<file path="config.mk">
export PLATFORM = sky130hd
export DESIGN_NAME = lru_frame_allocator
export DESIGN_NICKNAME = d
export VERILOG_FILES = /design/src/rtl/core/lfa_pkg.sv /design/src/rtl/core/lfa_datapath.sv /design/src/rtl/core/lfa_ctrl.sv /design/src/rtl/core/lru_frame_allocator.sv
export SDC_FILE = /design/constraint.sdc
export NUM_CORES = 1
export LEC_CHECK = 0
export BUFFER_PORTS_ARGS = -buffer_cell sky130_fd_sc_hd__buf_4
export CAP_MARGIN = 20
export CORE_UTILIZATION = 40
export CTS_CLUSTER_SIZE = 25
export DETAILED_ROUTE_END_ITERATION = 10
export GPL_ROUTABILITY_DRIVEN = 1
export GPL_TIMING_DRIVEN = 0
export PLACE_DENSITY = 0.59
export SYNTH_ARGS = -nofsm -noshare
export SYNTH_HDL_FRONTEND = slang
export SYNTH_HIERARCHICAL = 1
export SYNTH_SLANG_ARGS = --single-unit
export TNS_END_PERCENT = 10
</file>
<file path="constraint.sdc">
create_clock -name clock -period 10.9 [get_ports clock]
set_input_delay 0.545 -clock clock [delete_from_list [all_inputs] [get_ports clock]]
set_output_delay 0.545 -clock clock [all_outputs]
set_load 0.03 [all_outputs]
</file>
<file path="src/rtl/core/lfa_pkg.sv">
// ----------------------------------------------------------------------------
// LRU frame allocator package
// Shared types and constants for the frame allocator controller and datapath.
// ----------------------------------------------------------------------------
package lfa_pkg;

   localparam int FRAME_BITS_DEFAULT = 4;
   localparam int AGE_W              = 32;
   localparam int INDEX_W            = 4;
   localparam int MODE_W             = 2;

   localparam logic [AGE_W-1:0] AGE_MAX = '1;

   typedef enum logic [MODE_W-1:0] {
      MODE_ALLOC = 2'd0,
      MODE_TOUCH = 2'd1,
      MODE_CLEAR = 2'd2,
      MODE_NONE  = 2'd3
   } mode_type;

   typedef enum logic [3:0] {
      ST_INIT,
      ST_IDLE,
      ST_SEARCH,
      ST_SEARCH_END,
      ST_PICK,
      ST_UPDATE,
      ST_UPDATE_END,
      ST_WIPE,
      ST_RESPOND
   } state_type;

   typedef struct packed {
      logic start;
      logic issue;
      logic update;
      logic clear_wr;
      logic pick;
      logic load_rsp;
   } cmd_type;

   typedef struct packed {
      logic cnt_last;
   } status_type;

endpackage

</file>
<file path="src/rtl/core/lfa_datapath.sv">
// ----------------------------------------------------------------------------
// LRU frame allocator datapath
// Age memory, sweep counter, oldest/empty search and the clear and age update writes.
// ----------------------------------------------------------------------------
module lfa_datapath #(
   parameter int FRAME_BITS = lfa_pkg::FRAME_BITS_DEFAULT
) (
   input  logic                        clock,
   input  logic                        reset,
   input  lfa_pkg::cmd_type            cmd,
   output lfa_pkg::status_type         status,
   input  logic [lfa_pkg::MODE_W-1:0]  req_mode,
   input  logic [lfa_pkg::INDEX_W-1:0] req_frame_index,
   output logic [lfa_pkg::INDEX_W-1:0] rsp_chosen_frame,
   output logic                        rsp_was_empty
);

   localparam int FRAME_COUNT = 1 << FRAME_BITS;

   logic [lfa_pkg::AGE_W-1:0] age_mem [FRAME_COUNT];

   logic [FRAME_BITS-1:0]     cnt_ff;
   logic [FRAME_BITS-1:0]     cnt_in;
   logic                      rd_valid_ff;
   logic                      rd_upd_ff;
   logic [FRAME_BITS-1:0]     rd_idx_ff;
   logic [lfa_pkg::AGE_W-1:0] rd_data_ff;

   lfa_pkg::mode_type         mode_ff;
   logic [FRAME_BITS-1:0]     target_ff;
   logic                      empty_found_ff;
   logic [FRAME_BITS-1:0]     empty_idx_ff;
   logic [FRAME_BITS-1:0]     best_idx_ff;
   logic [lfa_pkg::AGE_W-1:0] best_age_ff;
   logic [lfa_pkg::INDEX_W-1:0] chosen_ff;
   logic                      was_empty_ff;

   logic                      wr_en;
   logic [FRAME_BITS-1:0]     wr_addr;
   logic [lfa_pkg::AGE_W-1:0] wr_data;
   logic [lfa_pkg::AGE_W-1:0] aged;
   logic                      search_hit;
   logic                      update_hit;

   assign cnt_in          = cnt_ff + FRAME_BITS'(1);
   assign status.cnt_last = (cnt_ff == FRAME_BITS'(FRAME_COUNT - 1));
   assign search_hit      = rd_valid_ff && !rd_upd_ff;
   assign update_hit      = rd_valid_ff && rd_upd_ff;

   always_comb begin
      if ((rd_data_ff != '0) && (rd_data_ff != lfa_pkg::AGE_MAX)) begin
         aged = rd_data_ff + lfa_pkg::AGE_W'(1);
      end else begin
         aged = rd_data_ff;
      end
   end

   always_comb begin
      wr_en   = 1'b0;
      wr_addr = rd_idx_ff;
      wr_data = aged;
      if (cmd.clear_wr) begin
         wr_en   = 1'b1;
         wr_addr = cnt_ff;
         wr_data = '0;
      end else if (update_hit) begin
         wr_en = 1'b1;
         if (rd_idx_ff == target_ff) begin
            wr_data = lfa_pkg::AGE_W'(1);
         end
      end
   end

   always_ff @(posedge clock) begin
      if (wr_en) begin
         age_mem[wr_addr] <= wr_data;
      end
      rd_data_ff <= age_mem[cnt_ff];
   end

   always_ff @(posedge clock) begin
      if (reset) begin
         cnt_ff      <= '0;
         rd_valid_ff <= 1'b0;
         rd_upd_ff   <= 1'b0;
      end else begin
         if (cmd.issue || cmd.clear_wr) begin
            cnt_ff <= cnt_in;
         end
         rd_valid_ff <= cmd.issue;
         rd_upd_ff   <= cmd.update;
      end
   end

   always_ff @(posedge clock) begin
      rd_idx_ff <= cnt_ff;
      if (cmd.start) begin
         mode_ff        <= lfa_pkg::mode_type'(req_mode);
         target_ff      <= FRAME_BITS'(req_frame_index);
         empty_found_ff <= 1'b0;
      end else if (cmd.pick) begin
         target_ff <= empty_found_ff ? empty_idx_ff : best_idx_ff;
      end
      if (search_hit) begin
         if ((rd_data_ff == '0) && !empty_found_ff) begin
            empty_found_ff <= 1'b1;
            empty_idx_ff   <= rd_idx_ff;
         end
         if ((rd_idx_ff == '0) || (rd_data_ff > best_age_ff)) begin
            best_age_ff <= rd_data_ff;
            best_idx_ff <= rd_idx_ff;
         end
      end
      if (cmd.load_rsp) begin
         if ((mode_ff == lfa_pkg::MODE_ALLOC) || (mode_ff == lfa_pkg::MODE_TOUCH)) begin
            chosen_ff <= lfa_pkg::INDEX_W'(target_ff);
         end else begin
            chosen_ff <= '0;
         end
         was_empty_ff <= (mode_ff == lfa_pkg::MODE_ALLOC) && empty_found_ff;
      end
   end

   assign rsp_chosen_frame = chosen_ff;
   assign rsp_was_empty    = was_empty_ff;

endmodule

</file>
<file path="src/rtl/core/lfa_ctrl.sv">
// ----------------------------------------------------------------------------
// LRU frame allocator controller
// Sequences the clear, search and update sweeps and the result handshake.
// ----------------------------------------------------------------------------
module lfa_ctrl (
   input  logic                       clock,
   input  logic                       reset,
   input  logic                       req_valid,
   input  logic [lfa_pkg::MODE_W-1:0] req_mode,
   output logic                       req_stall,
   output logic                       rsp_valid,
   input  logic                       rsp_stall,
   input  lfa_pkg::status_type        status,
   output lfa_pkg::cmd_type           cmd
);

   lfa_pkg::state_type state_ff;
   lfa_pkg::state_type state_in;
   logic               rsp_valid_ff;
   logic               rsp_valid_in;
   logic               rsp_free;

   assign rsp_free     = !rsp_valid_ff || !rsp_stall;
   assign rsp_valid_in = cmd.load_rsp || (rsp_valid_ff && rsp_stall);

   always_comb begin
      state_in = state_ff;
      case (state_ff)
         lfa_pkg::ST_INIT: begin
            if (status.cnt_last) begin
               state_in = lfa_pkg::ST_IDLE;
            end
         end
         lfa_pkg::ST_IDLE: begin
            if (req_valid) begin
               case (lfa_pkg::mode_type'(req_mode))
                  lfa_pkg::MODE_ALLOC: state_in = lfa_pkg::ST_SEARCH;
                  lfa_pkg::MODE_TOUCH: state_in = lfa_pkg::ST_UPDATE;
                  lfa_pkg::MODE_CLEAR: state_in = lfa_pkg::ST_WIPE;
                  default:             state_in = lfa_pkg::ST_RESPOND;
               endcase
            end
         end
         lfa_pkg::ST_SEARCH: begin
            if (status.cnt_last) begin
               state_in = lfa_pkg::ST_SEARCH_END;
            end
         end
         lfa_pkg::ST_SEARCH_END: state_in = lfa_pkg::ST_PICK;
         lfa_pkg::ST_PICK:       state_in = lfa_pkg::ST_UPDATE;
         lfa_pkg::ST_UPDATE: begin
            if (status.cnt_last) begin
               state_in = lfa_pkg::ST_UPDATE_END;
            end
         end
         lfa_pkg::ST_UPDATE_END: state_in = lfa_pkg::ST_RESPOND;
         lfa_pkg::ST_WIPE: begin
            if (status.cnt_last) begin
               state_in = lfa_pkg::ST_RESPOND;
            end
         end
         lfa_pkg::ST_RESPOND: begin
            if (rsp_free) begin
               state_in = lfa_pkg::ST_IDLE;
            end
         end
         default: state_in = lfa_pkg::ST_INIT;
      endcase
   end

   always_comb begin
      cmd       = '0;
      req_stall = 1'b1;
      case (state_ff)
         lfa_pkg::ST_INIT: cmd.clear_wr = 1'b1;
         lfa_pkg::ST_IDLE: begin
            req_stall = 1'b0;
            cmd.start = req_valid;
         end
         lfa_pkg::ST_SEARCH: cmd.issue = 1'b1;
         lfa_pkg::ST_PICK:   cmd.pick  = 1'b1;
         lfa_pkg::ST_UPDATE: begin
            cmd.issue  = 1'b1;
            cmd.update = 1'b1;
         end
         lfa_pkg::ST_WIPE:    cmd.clear_wr = 1'b1;
         lfa_pkg::ST_RESPOND: cmd.load_rsp = rsp_free;
         default: cmd = '0;
      endcase
   end

   always_ff @(posedge clock) begin
      if (reset) begin
         state_ff     <= lfa_pkg::ST_INIT;
         rsp_valid_ff <= 1'b0;
      end else begin
         state_ff     <= state_in;
         rsp_valid_ff <= rsp_valid_in;
      end
   end

   assign rsp_valid = rsp_valid_ff;

endmodule

</file>
<file path="src/rtl/core/lru_frame_allocator.sv">
// ----------------------------------------------------------------------------
// LRU frame allocator
// Per-frame age counters with allocate, touch and clear requests.
// ----------------------------------------------------------------------------
// The ages of the N = 2**FRAME_BITS frames live in a single-port-write,
// single-port-read memory that the block sweeps one frame per cycle. After
// reset a clearing pass over all N frames runs before any item is taken.
// An allocate runs one sweep to find the empty or oldest frame and one
// sweep to rewrite the ages, a touch runs only the rewrite sweep, a clear
// one sweep that zeroes every age, and an unused mode goes straight to the
// result. The next item is taken only once the result is loaded; a result
// may wait in the output register while the next item is accepted.
module lru_frame_allocator #(
   parameter int FRAME_BITS = lfa_pkg::FRAME_BITS_DEFAULT
) (
   input  logic                        clock,
   input  logic                        reset,
   input  logic                        req_valid,
   output logic                        req_stall,
   input  logic [lfa_pkg::MODE_W-1:0]  req_mode,
   input  logic [lfa_pkg::INDEX_W-1:0] req_frame_index,
   output logic                        rsp_valid,
   input  logic                        rsp_stall,
   output logic [lfa_pkg::INDEX_W-1:0] rsp_chosen_frame,
   output logic                        rsp_was_empty
);

   lfa_pkg::cmd_type    cmd;
   lfa_pkg::status_type status;

   lfa_ctrl u_ctrl (
      .clock     (clock),
      .reset     (reset),
      .req_valid (req_valid),
      .req_mode  (req_mode),
      .req_stall (req_stall),
      .rsp_valid (rsp_valid),
      .rsp_stall (rsp_stall),
      .status    (status),
      .cmd       (cmd)
   );

   lfa_datapath #(
      .FRAME_BITS (FRAME_BITS)
   ) u_datapath (
      .clock            (clock),
      .reset            (reset),
      .cmd              (cmd),
      .status           (status),
      .req_mode         (req_mode),
      .req_frame_index  (req_frame_index),
      .rsp_chosen_frame (rsp_chosen_frame),
      .rsp_was_empty    (rsp_was_empty)
   );

   // An accepted item always makes the block busy in the next cycle.
   a_busy_after_accept: assert property (
      @(posedge clock) disable iff (reset)
      (req_valid && !req_stall) |=> req_stall
   ) else $error("input side not stalled after an accepted item");

   // A waiting result is never overwritten.
   a_no_overwrite: assert property (
      @(posedge clock) disable iff (reset)
      cmd.load_rsp |-> (!rsp_valid || !rsp_stall)
   ) else $error("result register loaded while a result is pending");

   // The pick happens only after the search reads have drained.
   a_pick_after_drain: assert property (
      @(posedge clock) disable iff (reset)
      cmd.pick |-> !$past(cmd.issue)
   ) else $error("frame picked while search reads were in flight");

endmodule
</file>
==> metrics.txt, run 1 <==
Slew HR=27.3%; fmax=258 MHz; Crit Path Max Fanout=12; TritonCTS clock tree=built; Post-Syn Nets=1285; row count=90; Max rail drop VDD=144 µV; Die Area=0.0620 mm²; pwr dens=254 mW/mm²; GRT overflow=0; YS warnings=6; HP Start=req_mode[0]; Yosys cell types=62; arrival time worst endpoint=4240 ps; Hold Fails Final Rpt=0; DRT Pass-1 Iters=5; Critical Path Stages=10; Req. time, crit path=11260 ps; antenna violations before repair=0; Core Area=0.0604 mm²; R2R setup slack=7030 ps; Final Max Tran Viols=0; sequential share of the synthesized area=73.2%; reg-to-reg critical path startpoint=u_ctrl/state_ff[0]; final setup TNS=0 ps; pin count of the biggest net entering global routing=23; I/O pin total=17; Routed Antenna Nets=0; Clock Power Share=27.9%; dominant synthesized flop cell=edfxtp_1; most frequent cells in the layout=563 x edfxtp_1, 160 x mux4_2, 60 x clkbuf_16; Int Pwr=5.07 mW; outcome=finished, final reports clean; vias in the first global route=12.4k; vias per cell=5.63; Starting DRT DRC Count=1245; fraction of layout instances using a drive strength above 1=25.9%; Area after DPL=0.0262 mm²; final-report setup violation count=0; final wirelength=55300 µm; min Tclk post-route=3870 ps; power share of the combinational group=26.6%; Max Cap Viol=0; clock latency on the worst-skew pair=620 ps; GP Congestion=0.825; reg2reg path depth=10; chip width=249 µm; buffer count from post-CTS setup fixing=0; root buf cell=clkbuf_16; worst slack, placed=7060 ps; FF+latch count, synth=611; CP Capture Type=register; CTS H-Tree Depth=2; Starting Density=40.4%; Cells after Synth=1237; Post-CTS Resized=0; DRC Markers=0; dpl cells=2060; clock sink count=611; DP HPWL=35400 µm; hold buffers post-CTS=0; measured slew at the worst slew-check pin=1090 ps; commonest non-fill, non-tap cell in the layout=edfxtp_1; design area=0.0282 mm²; FF-to-FF End=u_datapath/age_mem[15][27]; crit path capture=u_datapath/age_mem[15][27]; FFs w/ async S/R, synth=0%; Finished Layout Cells=2190; HP Class=in -> reg; fill count=5040; crit path launch=u_ctrl/state_ff[0]; first-pass GRT wire length=82700 µm; Sw Share=29.4%; Final period util=35.5%; CTS Buf Count=60; final setup margin=7030 ps; P_leak=9.20 nW; mean area per synthesized cell=19.7 µm²; PortBufs=16; routed via count=12.3k; cell family with most CP delay=buffers and inverters; routed len/inst=25.3 µm; GRT Overall Usage=18.2%; final net count=1405; switching pwr=2.11 mW; crit start category=register; Seq pwr share=45.5%; ant diodes=0; EDFF count, synth=563; clock slew at the register clock pins of the worst setup and hold paths=60 ps; largest stage delay on the critical path=780 ps; slowest CP cell=a31oi_1; most used cell, CP=clkbuf_1; sequence of cells on the critical path=clkbuf_1 -> or3_1 -> a21oi_1 -> clkbuf_1 -> clkbuf_1 -> nor2_1 -> a31oi_1 -> nor2_4 -> buf_16 -> buf_16; area delta synth->final=15.8%; unrepaired setup endpoints after global routing=false; Max clock buf depth=3; height of the chip=249 µm; Cell Area, Synth=0.0244 mm²; crit path kind=reg -> reg; CP bufs+invs=5; Clock Skews=22.8 ps
==> sequential cells by signal, indices dropped and copies added (netlist names), 2 cells and up <==
| signal | flops |
|---|---|
| u_datapath/rsp_chosen_frame | 4 |
| u_datapath/best_idx_ff | 4 |
| u_datapath/mode_ff | 2 |
| u_datapath/rd_data_ff | 32 |
| u_datapath/rd_idx_ff | 4 |
| u_ctrl/state_ff | 4 |
| u_datapath/cnt_ff | 4 |
| u_datapath/target_ff | 4 |
| u_datapath/age_mem | 512 |
| u_datapath/empty_idx_ff | 4 |
| u_datapath/best_age_ff | 32 |
==> worst min path at each step <==
stage | endpoint | slack, ps | cells after the start
after floorplan | u_datapath/rd_idx_ff[3] | 340 | 0
after global placement | u_datapath/rd_idx_ff[1] | 370 | 0
after detailed placement | u_datapath/rd_idx_ff[3] | 370 | 0
after CTS | u_datapath/mode_ff[0] | 110 | 1
after global routing | u_datapath/mode_ff[0] | 120 | 1
final | u_datapath/mode_ff[0] | 140 | 1
==> cell usage after synthesis (3+ instances only) <==
| cell type | n | area, µm² |
|---|---|---|
| nor4_1 | 15 | 93.8 |
| buf_2 | 20 | 100 |
| edfxtp_1 | 563 | 16900 |
| nand2_1 | 33 | 124 |
| nor4b_1 | 4 | 35.0 |
| or3_1 | 16 | 100 |
| mux2i_1 | 7 | 70.1 |
| buf_1 | 5 | 18.8 |
| dfxtp_1 | 48 | 961 |
| nand2b_1 | 3 | 18.8 |
| nor3_1 | 8 | 40.0 |
| and4_1 | 6 | 52.6 |
| inv_1 | 43 | 161 |
| and3_1 | 8 | 50.1 |
| or4_1 | 7 | 52.6 |
| o21ai_0 | 24 | 120 |
| a31oi_1 | 7 | 43.8 |
| o211ai_1 | 3 | 22.5 |
| nand3_1 | 19 | 95.1 |
| mux4_2 | 160 | 3600 |
| o31ai_1 | 6 | 45.0 |
| clkbuf_1 | 27 | 101 |
| a21oi_1 | 43 | 215 |
| a21o_1 | 5 | 37.5 |
| ha_1 | 38 | 475 |
| nand4_1 | 18 | 113 |
| nor2b_1 | 8 | 50.1 |
| xnor2_1 | 10 | 87.6 |
| nor2_1 | 38 | 143 |
| xor2_1 | 5 | 43.8 |
==> per-stage QoR <==
step / hold WS [ps] / power, mW / util (%)
floorplan: 343 / 4.49 / -
global placement: 365 / 5.09 / 42.2
detailed placement: 371 / 5.22 / 43.4
CTS: 106 / 7.23 / 46.6
global route: 125 / 7.49 / 46.8
finish: 138 / 7.18 / 46.8
==> power by group through the flow <==
| stage | clock, mW | sequential [mW] | combinational (mW) |
|---|---|---|---|
| after global placement | 0 | 3.33 | 1.75 |
| after global routing | 2.13 | 3.30 | 2.05 |
| after floorplan | 0 | 3.24 | 1.25 |
| final | 2.00 | 3.27 | 1.91 |
| after detailed placement | 0 | 3.32 | 1.90 |
| after CTS | 2.05 | 3.27 | 1.91 |
==> cell type report <==
class | count | area (µm²) | area share [%]
clock buffer | 91 | 1720 | 6.08
clock inverter | 22 | 203 | 0.718
tap | 782 | 978 | 3.46
buffer | 55 | 250 | 0.886
timing repair buffer | 58 | 836 | 2.96
sequential | 611 | 17900 | 63.3
multi-input combinational | 527 | 6230 | 22.1
inverter | 44 | 165 | 0.585
==> per-layer routing <==
metal / global-route usage (%) / vias to the layer above / wire length [µm]
li1: - / 5355 / -
met3: 2.53 / 86 / 2840
met4: 5.61 / 0 / 1230
met5: 0 / - / 0
met1: 26.2 / 6505 / 24900
met2: 28.8 / 383 / 26300
==> logic make-up after synthesis <==
logic type      synth area share, %
flops                          73.2
simple gates                   4.73
mux                            15.2
compound gates                 2.66
buf+inv                        1.70
fa+ha+maj                      1.95
xor+xnor                      0.539
Power figures use the tool's default switching activity.
==> run 2: changes to the inputs <==
--- a/config.mk
+++ b/config.mk
@@ -12,7 +12,7 @@
 export DETAILED_ROUTE_END_ITERATION = 10
 export GPL_ROUTABILITY_DRIVEN = 1
 export GPL_TIMING_DRIVEN = 0
-export PLACE_DENSITY = 0.59
+export PLACE_DENSITY = 0.61
 export SYNTH_ARGS = -nofsm -noshare
 export SYNTH_HDL_FRONTEND = slang
 export SYNTH_HIERARCHICAL = 1
==> constraint.sdc (replaced) <==
create_clock -name clock -period 3.4 [get_ports clock]
set_input_delay 0.17 -clock clock [delete_from_list [all_inputs] [get_ports clock]]
set_output_delay 0.17 -clock clock [all_outputs]
set_load 0.03 [all_outputs]
==> metrics.txt, run 2 (synthesized netlist as in run 1, its figures left out) <==
FF-to-FF End=u_datapath/age_mem[8][9]; root buf cell=clkbuf_16; chip width=249 µm; height of the chip=249 µm; area delta synth->final=18.3%; dpl cells=2057; first-pass GRT wire length=83800 µm; biggest regs=u_datapath/age_mem (512), u_datapath/best_age_ff (32), u_datapath/rd_data_ff (32); DP HPWL=34700 µm; commonest non-fill, non-tap cell in the layout=edfxtp_1; GRT overflow=0; measured slew at the worst slew-check pin=1100 ps; GRT Overall Usage=18.6%; Crit Path Max Fanout=16; Tot Pwr=23.9 mW; Max rail drop VDD=435 µV; fill count=4920; Final Max Tran Viols=0; Final period util=99.8%; clock latency on the worst-skew pair=620 ps; routed len/inst=25.9 µm; Routed Antenna Nets=0; crit path capture=u_datapath/age_mem[8][9]; final wirelength=57300 µm; unrepaired setup endpoints after global routing=true; Hold Fails Final Rpt=0; final-report setup violation count=0; crit path launch=u_ctrl/state_ff[0]; vias in the first global route=12.5k; outcome=finished, final reports clean; P_leak=9.46 nW; CTS H-Tree Depth=2; I/O pin total=17; fraction of layout instances using a drive strength above 1=27.6%; HP Class=in -> reg; min Tclk post-route=3390 ps; Die Area=0.0620 mm²; vias per cell=5.70; TritonCTS clock tree=built; Clock Skews=18.7 ps; PortBufs=16; ant diodes=0; antenna violations before repair=0; CTS Buf Count=60; most frequent cells in the layout=563 x edfxtp_1, 160 x mux4_2, 60 x clkbuf_16; area of the multi-input gates=0.00631 mm²; Max Cap Viol=0; routed via count=12.7k; R2R setup slack=8 ps; reg2reg path depth=7; pwr dens=828 mW/mm²; max reg flops=512; Storage cell area=0.0179 mm²; Req. time, crit path=3660 ps; clock slew at the register clock pins of the worst setup and hold paths=60 ps; DRT Pass-1 Iters=5; crit start category=register; reg-to-reg critical path startpoint=u_ctrl/state_ff[0]; clock sink count=611; Starting Density=40.4%; DRC Markers=0; Biggest register=u_datapath/age_mem; fmax=295 MHz; Starting DRT DRC Count=1142; final net count=1438; CP Capture Type=register; arrival time worst endpoint=3650 ps; Slew HR=26.4%; Max clock buf depth=3; pin count of the biggest net entering global routing=24; Core Area=0.0604 mm²; Finished Layout Cells=2218; GP Congestion=0.829; crit path kind=reg -> reg; row count=90
-- run 2: worst max-delay path: stages (launching register included) --
cell	delay [ps]
dfxtp_1	370
clkbuf_1	220
or3_1	380
a21oi_1	260
a21o_1	350
clkbuf_1	490
clkbuf_1	540
nor2_1	420
-- run 2: how the worst min path moves through the flow --
stage | depth (start not counted) | slack (ps) | start | to
finish | 2 | 310 | req_mode[0] | u_datapath/mode_ff[0]
global route | 2 | 310 | req_mode[0] | u_datapath/mode_ff[0]
CTS | 2 | 290 | req_mode[0] | u_datapath/mode_ff[0]
detailed placement | 0 | 370 | u_datapath/cnt_ff[3] | u_datapath/rd_idx_ff[3]
global placement | 0 | 370 | u_datapath/cnt_ff[1] | u_datapath/rd_idx_ff[1]
floorplan | 1 | 240 | reset | u_ctrl/rsp_valid
-- run 2: stage by stage --
step	setup slack, ps	utilization (%)	hold slack (ps)	TNS [ps]	cell area [µm²]
floorplan	-338	-	239	-146940	24400
global placement	-2640	42.2	368	-1300930	25500
detailed placement	-502	43.3	365	-121510	26200
CTS	-144	47.4	286	-10380	28600
global route	-115	47.8	307	-10170	28800
finish	8.40	47.8	308	0	28800
-- run 2: repair_timing --
item	in CTS	in global routing
pin swaps	16	4
gates resized for setup	9	7
endpoints found under the setup margin	540	665
buffers inserted	16	4
cloned	4	0
hold buffers	10	0
endpoints found under the hold margin	24	0
-- run 2: final cells by class --
| class | instances | share of cell area, % |
|---|---|---|
| Inverter | 44 | 0.573 |
| Buffer | 55 | 0.885 |
| Sequential cell | 611 | 61.9 |
| Multi-Input combinational cell | 531 | 21.9 |
| Timing Repair Buffer | 87 | 4.20 |
| Clock buffer | 67 | 5.30 |
| Clock inverter | 41 | 1.86 |
| Tap cell | 782 | 3.39 |
-- run 2: per-layer routing --
| metal | share of wire [%] | global-route usage [%] | wire (µm) |
|---|---|---|---|
| met5 | 0 | 0 | 0 |
| met4 | 2.4 | 6.23 | 1370 |
| met3 | 6.0 | 3.24 | 3450 |
| met1 | 44 | 26.2 | 25200 |
| met2 | 48 | 29.4 | 27300 |
-- run 2: power breakdown --
group          switching (mW)  internal, mW
Clock                    2.76          4.20
Combinational            3.54          2.90
Sequential              0.702          9.79
Total                    7.00          16.9
